<file path="src/sv/deq_pkg.sv">
// Shared widths, operation codes and status codes for the double-ended queue.
// No dependencies; every other file imports this package.
package deq_pkg;

  localparam int FUNC_W        = 3;
  localparam int DATA_W        = 32;
  localparam int STATUS_W      = 2;
  localparam int OCC_W         = 7;
  localparam int DEPTH_DEFAULT = 64;

  localparam logic [FUNC_W-1:0] FN_PUSH_BACK  = 3'd0;
  localparam logic [FUNC_W-1:0] FN_PUSH_FRONT = 3'd1;
  localparam logic [FUNC_W-1:0] FN_DUMP       = 3'd2;
  localparam logic [FUNC_W-1:0] FN_POP_FRONT  = 3'd3;
  localparam logic [FUNC_W-1:0] FN_POP_BACK   = 3'd4;

  localparam logic [STATUS_W-1:0] ST_OK    = 2'd0;
  localparam logic [STATUS_W-1:0] ST_EMPTY = 2'd1;
  localparam logic [STATUS_W-1:0] ST_FULL  = 2'd2;

endpackage

</file>
<file path="src/sv/deq_if.sv">
// Valid/ready channel interfaces for the queue's request and result words.
// Depends on deq_pkg for the payload widths.
interface deq_in_if import deq_pkg::*; ();
  logic                     valid;
  logic                     ready;
  logic [FUNC_W-1:0]        func;
  logic signed [DATA_W-1:0] value;

  modport source (output valid, func, value, input ready);
  modport sink (input valid, func, value, output ready);
endinterface

interface deq_out_if import deq_pkg::*; ();
  logic                     valid;
  logic                     ready;
  logic signed [DATA_W-1:0] item;
  logic [STATUS_W-1:0]      status;
  logic [OCC_W-1:0]         occupancy;
  logic                     last;

  modport source (output valid, item, status, occupancy, last, input ready);
  modport sink (input valid, item, status, occupancy, last, output ready);
endinterface

</file>
<file path="src/sv/deq_ram.sv">
// Entry storage: one write port, one read port with registered read data.
// Depends on deq_pkg for the data width.
module deq_ram import deq_pkg::*; #(
  parameter int DEPTH = DEPTH_DEFAULT,
  parameter int AW    = $clog2(DEPTH)
) (
  input  logic              clk,
  input  logic              we,
  input  logic [AW-1:0]     waddr,
  input  logic [DATA_W-1:0] wdata,
  input  logic              re,
  input  logic [AW-1:0]     raddr,
  output logic [DATA_W-1:0] rdata
);

  logic [DATA_W-1:0] mem [DEPTH];

  always_ff @(posedge clk) begin
    if (we) begin
      mem[waddr] <= wdata;
    end
  end

  always_ff @(posedge clk) begin
    if (re) begin
      rdata <= mem[raddr];
    end
  end

endmodule

</file>
<file path="src/sv/double_ended_queue.sv">
// Bounded double-ended queue over a ring buffer held in deq_ram.
// Depends on deq_pkg, deq_in_if, deq_out_if and deq_ram.
//
//   channel  dir  payload                           words per request
//   req      in   func, value                       1
//   rsp      out  item, status, occupancy, last     1, or one per entry on dump
//
// Push and any empty/full result: written straight to the output register.
// Pop: the memory read first, then the result is loaded into the output register.
// Dump: the read port streams one entry per cycle while rsp is not stalled.
// Reset clears state, head, count and rsp.valid only; storage is never read before it is written.
// A stalled rsp holds the output word and the sequencer; req waits until idle and the output is free.
module double_ended_queue import deq_pkg::*; #(
  parameter int DEPTH = DEPTH_DEFAULT
) (
  input logic       clk,
  input logic       rst,
  deq_in_if.sink    req,
  deq_out_if.source rsp
);

  localparam int AW = $clog2(DEPTH);
  localparam logic [OCC_W-1:0] DEPTH_C = OCC_W'(DEPTH);

  localparam logic S_IDLE = 1'b0;
  localparam logic S_DATA = 1'b1;

  logic              state, state_next;
  logic [AW-1:0]     head, head_next;
  logic [OCC_W-1:0]  count, count_next;
  logic [OCC_W-1:0]  idx, idx_next;
  logic              dump, dump_next;

  logic              out_free, out_load;
  logic [DATA_W-1:0] item_next;
  logic [STATUS_W-1:0] status_next;
  logic [OCC_W-1:0]  occ_next;
  logic              last_next;

  logic              we, re;
  logic [AW-1:0]     waddr, raddr, head_dec;
  logic [DATA_W-1:0] rdata;
  logic              full, empty, dump_last;

  function automatic logic [AW-1:0] slot(input logic [AW-1:0] base,
                                         input logic [OCC_W-1:0] off);
    logic [OCC_W:0] sum;
    sum = {{(OCC_W+1-AW){1'b0}}, base} + {1'b0, off};
    if (sum >= {1'b0, DEPTH_C}) begin
      sum = sum - {1'b0, DEPTH_C};
    end
    return sum[AW-1:0];
  endfunction

  assign full      = (count >= DEPTH_C);
  assign empty     = (count == '0);
  assign out_free  = !rsp.valid || rsp.ready;
  assign req.ready = (state == S_IDLE) && out_free;
  assign head_dec  = (head == '0) ? AW'(DEPTH - 1) : head - AW'(1);
  assign dump_last = (idx + OCC_W'(1)) == count;

  always_comb begin
    state_next  = state;
    head_next   = head;
    count_next  = count;
    idx_next    = idx;
    dump_next   = dump;
    out_load    = 1'b0;
    item_next   = '0;
    status_next = ST_OK;
    occ_next    = count;
    last_next   = 1'b1;
    we          = 1'b0;
    waddr       = head;
    re          = 1'b0;
    raddr       = head;

    unique case (state)
      S_IDLE: begin
        if (req.valid && req.ready) begin
          unique case (req.func)
            FN_PUSH_BACK, FN_PUSH_FRONT: begin
              out_load = 1'b1;
              if (full) begin
                status_next = ST_FULL;
              end else begin
                we         = 1'b1;
                count_next = count + OCC_W'(1);
                occ_next   = count_next;
                if (req.func == FN_PUSH_BACK) begin
                  waddr = slot(head, count);
                end else begin
                  waddr     = head_dec;
                  head_next = head_dec;
                end
              end
            end
            FN_DUMP, FN_POP_FRONT, FN_POP_BACK: begin
              if (empty) begin
                out_load    = 1'b1;
                status_next = ST_EMPTY;
              end else begin
                re         = 1'b1;
                state_next = S_DATA;
                idx_next   = '0;
                dump_next  = (req.func == FN_DUMP);
                if (req.func == FN_POP_FRONT) begin
                  head_next  = slot(head, OCC_W'(1));
                  count_next = count - OCC_W'(1);
                end else if (req.func == FN_POP_BACK) begin
                  raddr      = slot(head, count - OCC_W'(1));
                  count_next = count - OCC_W'(1);
                end
              end
            end
            default: begin
            end
          endcase
        end
      end
      S_DATA: begin
        if (out_free) begin
          out_load  = 1'b1;
          item_next = rdata;
          last_next = dump ? dump_last : 1'b1;
          if (last_next) begin
            state_next = S_IDLE;
          end else begin
            idx_next = idx + OCC_W'(1);
            re       = 1'b1;
            raddr    = slot(head, idx_next);
          end
        end
      end
      default: begin
      end
    endcase
  end

  always_ff @(posedge clk) begin
    if (rst) begin
      state     <= S_IDLE;
      head      <= '0;
      count     <= '0;
      rsp.valid <= 1'b0;
    end else begin
      state <= state_next;
      head  <= head_next;
      count <= count_next;
      if (out_load) begin
        rsp.valid <= 1'b1;
      end else if (rsp.ready) begin
        rsp.valid <= 1'b0;
      end
    end
  end

  always_ff @(posedge clk) begin
    idx  <= idx_next;
    dump <= dump_next;
    if (out_load) begin
      rsp.item      <= item_next;
      rsp.status    <= status_next;
      rsp.occupancy <= occ_next;
      rsp.last      <= last_next;
    end
  end

  deq_ram #(
    .DEPTH (DEPTH),
    .AW    (AW)
  ) u_ram (
    .clk   (clk),
    .we    (we),
    .waddr (waddr),
    .wdata (req.value),
    .re    (re),
    .raddr (raddr),
    .rdata (rdata)
  );

endmodule
</file>
<file path="src/flat_wrapper.sv">
// flat-port wrapper written by rule: the top's interface ports become plain ports
module double_ended_queue_flat import deq_pkg::*;
#(
  parameter int DEPTH = DEPTH_DEFAULT
)
  (clk, rst, req_valid, req_func, req_value, req_ready, rsp_valid, rsp_item, rsp_status, rsp_occupancy, rsp_last, rsp_ready);
  deq_in_if req_i ();
  deq_out_if rsp_i ();
  input logic clk;
  input logic rst;
  input wire logic [$bits(req_i.valid)-1:0] req_valid;
  input wire logic [$bits(req_i.func)-1:0] req_func;
  input wire logic [$bits(req_i.value)-1:0] req_value;
  output wire logic [$bits(req_i.ready)-1:0] req_ready;
  output wire logic [$bits(rsp_i.valid)-1:0] rsp_valid;
  output wire logic [$bits(rsp_i.item)-1:0] rsp_item;
  output wire logic [$bits(rsp_i.status)-1:0] rsp_status;
  output wire logic [$bits(rsp_i.occupancy)-1:0] rsp_occupancy;
  output wire logic [$bits(rsp_i.last)-1:0] rsp_last;
  input wire logic [$bits(rsp_i.ready)-1:0] rsp_ready;
  assign req_i.valid = req_valid;
  assign req_i.func = req_func;
  assign req_i.value = req_value;
  assign req_ready = req_i.ready;
  assign rsp_valid = rsp_i.valid;
  assign rsp_item = rsp_i.item;
  assign rsp_status = rsp_i.status;
  assign rsp_occupancy = rsp_i.occupancy;
  assign rsp_last = rsp_i.last;
  assign rsp_i.ready = rsp_ready;
  double_ended_queue #(.DEPTH(DEPTH)) u_core (.clk(clk), .rst(rst), .req(req_i), .rsp(rsp_i));
endmodule
</file>
<file path="config.mk">
export PLATFORM = sky130hd
export DESIGN_NAME = double_ended_queue_flat
export DESIGN_NICKNAME = d
export VERILOG_FILES = /design/src/sv/deq_pkg.sv /design/src/sv/deq_if.sv /design/src/sv/deq_ram.sv /design/src/sv/double_ended_queue.sv /design/src/flat_wrapper.sv
export SDC_FILE = /design/constraint.sdc
export NUM_CORES = 2
export LEC_CHECK = 0
export ABC_AREA = 0
export BUFFER_PORTS_ARGS = -buffer_cell sky130_fd_sc_hd__clkbuf_2
export CAP_MARGIN = 20
export CORE_ASPECT_RATIO = 1.75
export CORE_MARGIN = 2
export CORE_UTILIZATION = 23
export DETAILED_ROUTE_END_ITERATION = 10
export PLACE_DENSITY = 0.33
export SYNTH_ARGS = -nofsm -noshare
export SYNTH_HDL_FRONTEND = slang
export SYNTH_SLANG_ARGS = --single-unit
</file>
<file path="constraint.sdc">
create_clock -name clk -period 5.05 [get_ports clk]
set_input_delay 0.2525 -clock clk [delete_from_list [all_inputs] [get_ports clk]]
set_output_delay 0.2525 -clock clk [all_outputs]
set_load 0.005 [all_outputs]
</file>
==> summary.md <==
| Metric | Value |
|---|---|
| Total number of vias | 42775 |
| Root buffer cell | clkbuf_16 |
| RSZ-0062 raised after global routing | no |
| Detailed Place HPWL | 205 mm |
| Total power | 0.0404 W |
| Commonest cells in the synthesized netlist | edfxtp_1, mux4_2, and3_1 |
| Fin. Hold Viols | 0 |
| Gate power share | 12.3% |
| Layout cells sized above 1 | 31.4% |
| Clock buffer depth | 4 |
| Worst Path Required | 5670 ps |
| Leakage power | 32.1 nW |
| Register area share after synthesis | 77.2% |
| Dominant cell type by area after synthesis | edfxtp_1 |
| Port Buf Inserts | 82 |
| H-tree Lvls | 4 |
| Avg Cell Area, Syn | 21.1 sq um |
| Initial Util | 23.1% |
| Largest net degree at the start of global routing | 65 |
| Final setup fails | 0 |
| Post-route ant nets | 0 |
| Worst Setup End Kind | register |
| CTS tree | yes |
| Placement Cell Area | 94100 sq um |
| Row count | 292 |
| Std-Cell Core Area | 361000 sq um |
| Synth top area share | 76.8% |
| Worst Reg2Reg Path Length in Cells | 18 |
| Min Tclk post-route | 4850 ps |
| Worst Hold Class | input port to register |
| Power Internal | 0.0303 W |
| Worst Skew | 41.7 ps |
| Async SR Flop Fraction | 0% |
| DRT Wirelength | 318 mm |
| Max Cap Violations | 0 |
| Via count of the first global-routing pass | 45434 |
| Synth warn | 0 |
| Num Clock Sinks | 2145 |
| First-pass GRT wire length | 425 mm |
| Status | complete, no violations |
| Clk_lat worst skew | 880 ps |
| Top-count cell post-synth | edfxtp_1 |
| Sw frac | 25.1% |
| Pins Over Slew Limit | 0 |
| Critical path arrival | 5470 ps |
| Ys flop type | edfxtp_1 |
| Yosys cell types | 62 |
| Min-delay src | req_value[16] |
| Drt pass-1 iters | 5 |
| Worst Hold Path EP | u_core.u_ram.mem[51][16] |
| DRC Markers | 0 |
| #FFs+latches synth | 2145 |
| Critical path class | register to register |
| Netlist Area Pre-Place | 83200 sq um |
| Iteration-0 DRC count of the detailed router | 3514 |
| Register share of total power | 49.2% |
| Capture point of the worst reg-to-reg path | u_core.u_ram.rdata[14] |
| Die height | 800 um |
| Mapped Cells | 3937 |
| Fillers | 35499 |
| Nets@finish | 4596 |
| Hold path cells | 2 |
| Total GRT Usage | 17.1% |
| Setup TNS | 0 ps |
| Design area | 101000 sq um |
| Ranking of synthesized cells by area | edfxtp_1, mux4_2, and3_1, a21oi_1, a31oi_1 |
| Syn Nets | 4001 |
| R2r setup slk | 200 ps |
| Worst slew margin | 21.9% |
| Die X | 459 um |
| Worst slew pin tran | 1160 ps |
| WL per Instance | 33.5 um |
| GPL Wtd Cong | 0.776 |
| I/O Pins | 83 |
| Die area | 367000 sq um |
| Initial antenna violation count | 27 |
| Launch instance of the worst register-to-register path | u_core.count[0] |
| Period utilization | 96.0% |
| Max Fanout on Critical Path | 42 |
| Peak supply drop | 0.252 mV |
| Number of vias per cell | 4.51 |
| Hold slack | 64.2 ps |
| Clock-pin slew on the worst setup and hold paths | 60 ps |
| F_max | 206 MHz |
| NetSw | 0.0101 W |
| EDFF count, synth | 2130 |
| PwrDens | 399 nW/um^2 |
| Clk pwr share | 38.6% |
| Grt ovf | 0 |
| CP Launch Type | register |
| Synth-to-layout area growth | 21.5% |
| Cts bufs inserted | 216 |
layout by cell type (no fill, tap or decap), types with 18 or more instances in the layout:
cell type,instances
xnor2_1,28
clkinv_2,36
mux4_2,497
o21ai_0,24
and2_1,44
a21oi_1,124
buf_2,20
and3_1,194
clkinv_1,56
buf_12,104
a211o_1,34
nor2b_1,18
nand2_1,69
edfxtp_1,2130
nand4_1,64
nor2_1,31
mux2i_1,20
nand3_1,54
a22o_1,33
clkbuf_2,61
a31oi_1,90
clkbuf_1,52
clkbuf_16,221
diode_2,76
nor2_4,67
buf_4,396
ha_1,22
routing by layer:
layer  wire length, um  vias up  GRT usage [%]
met4              8610        2           4.71
met1            116000    23832           18.7
met2            184000      841           34.3
met3              9640      290           1.55
li1                  -    17810              -
met5                13        -              0
final cells by class:
class                           count  area [sq um]  area share (%)
Clock buffer                      272          5700            5.64
Tap cell                         4704          5890            5.82
Inverter                           16          60.1          0.0594
Clock inverter                    109           798           0.789
Multi-Input combinational cell   1550         18500            18.2
Sequential cell                  2145         64300            63.6
Antenna cell                       76           190           0.188
Timing Repair Buffer              603          5770            5.71
registers in the layout (all words and copies together), names as in the netlist:
register and count:
u_core.rsp.valid 1, u_core.rsp.status 2, u_core.rsp.occupancy 7, u_core.idx 7
u_core.rsp.item 32, u_core.u_ram.mem 2048, u_core.count 7, u_core.u_ram.rdata 32
u_core.head 6, u_core.state 1, u_core.dump 1, u_core.rsp.last 1
power by group through the flow:
stage	clock network (W)	logic (W)	registers, W
2_1_floorplan	0	0.00235	0.0202
3_3_place_gp	0	0.00507	0.0202
3_5_place_dp	0	0.00508	0.0202
4_1_cts	0.0161	0.00511	0.0198
5_1_grt	0.0166	0.00526	0.0198
6_report	0.0156	0.00495	0.0198
kinds of logic (layout without fill, tap and decap cells):
group	count (synthesis)	in the layout	synth area share, %
flops	2145	2145	77.2
xor+xnor	39	39	0.427
buf+inv	242	1000	1.46
fa+ha+maj	25	25	0.403
simple gates	593	593	3.87
other cells	0	76	0
compound gates	370	370	2.87
mux	523	523	13.8
critical path, cell delays in order (launching register included):
cell and delay (ps):
dfxtp_1 370, inv_1 110, ha_1 330, inv_1 110, ha_1 230, a21o_1 160
a21oi_1 230, o21bai_1 90, a21oi_1 240, mux2_2 380, o21ai_1 140, buf_4 190
a21boi_4 80, buf_12 180, buf_4 310, and3_1 160, a21oi_1 170, nand4_1 490
a211o_1 460
per-stage QoR:
stage	instances	utilization, %	setup slack [ps]
final	9475	28.0	200
after global placement	8996	26.1	-245
after floorplan	3937	-	872
after CTS	9391	28.0	14.3
after detailed placement	8997	26.1	-279
after global routing	9458	28.0	3.54
worst max path at each step:
| stage | startpoint | end | slack (ps) | cells after the start |
|---|---|---|---|---|
| final | u_core.count[0] | u_core.u_ram.rdata[14] | 200 | 18 |
| after global routing | u_core.idx[0] | u_core.u_ram.rdata[20] | 4 | 18 |
| after CTS | u_core.idx[1] | u_core.u_ram.rdata[4] | 10 | 17 |
| after detailed placement | u_core.idx[1] | u_core.u_ram.rdata[19] | -280 | 17 |
| after global placement | u_core.idx[1] | u_core.u_ram.rdata[21] | -250 | 17 |
| after floorplan | u_core.head[1] | u_core.u_ram.mem[33][0] | 870 | 11 |
timing repair:
| item | in CTS | in global routing |
|---|---|---|
| pin swaps | 4 | 8 |
| gates resized for setup | 10 | 8 |
| buffers inserted | 2 | 6 |
| endpoints found under the hold margin | 83 | 0 |
| hold buffers | 13 | 0 |
| endpoints found under the setup margin | 10 | 11 |
| cloned | 0 | 1 |
Note: power is estimated with default switching activity, not from simulation.
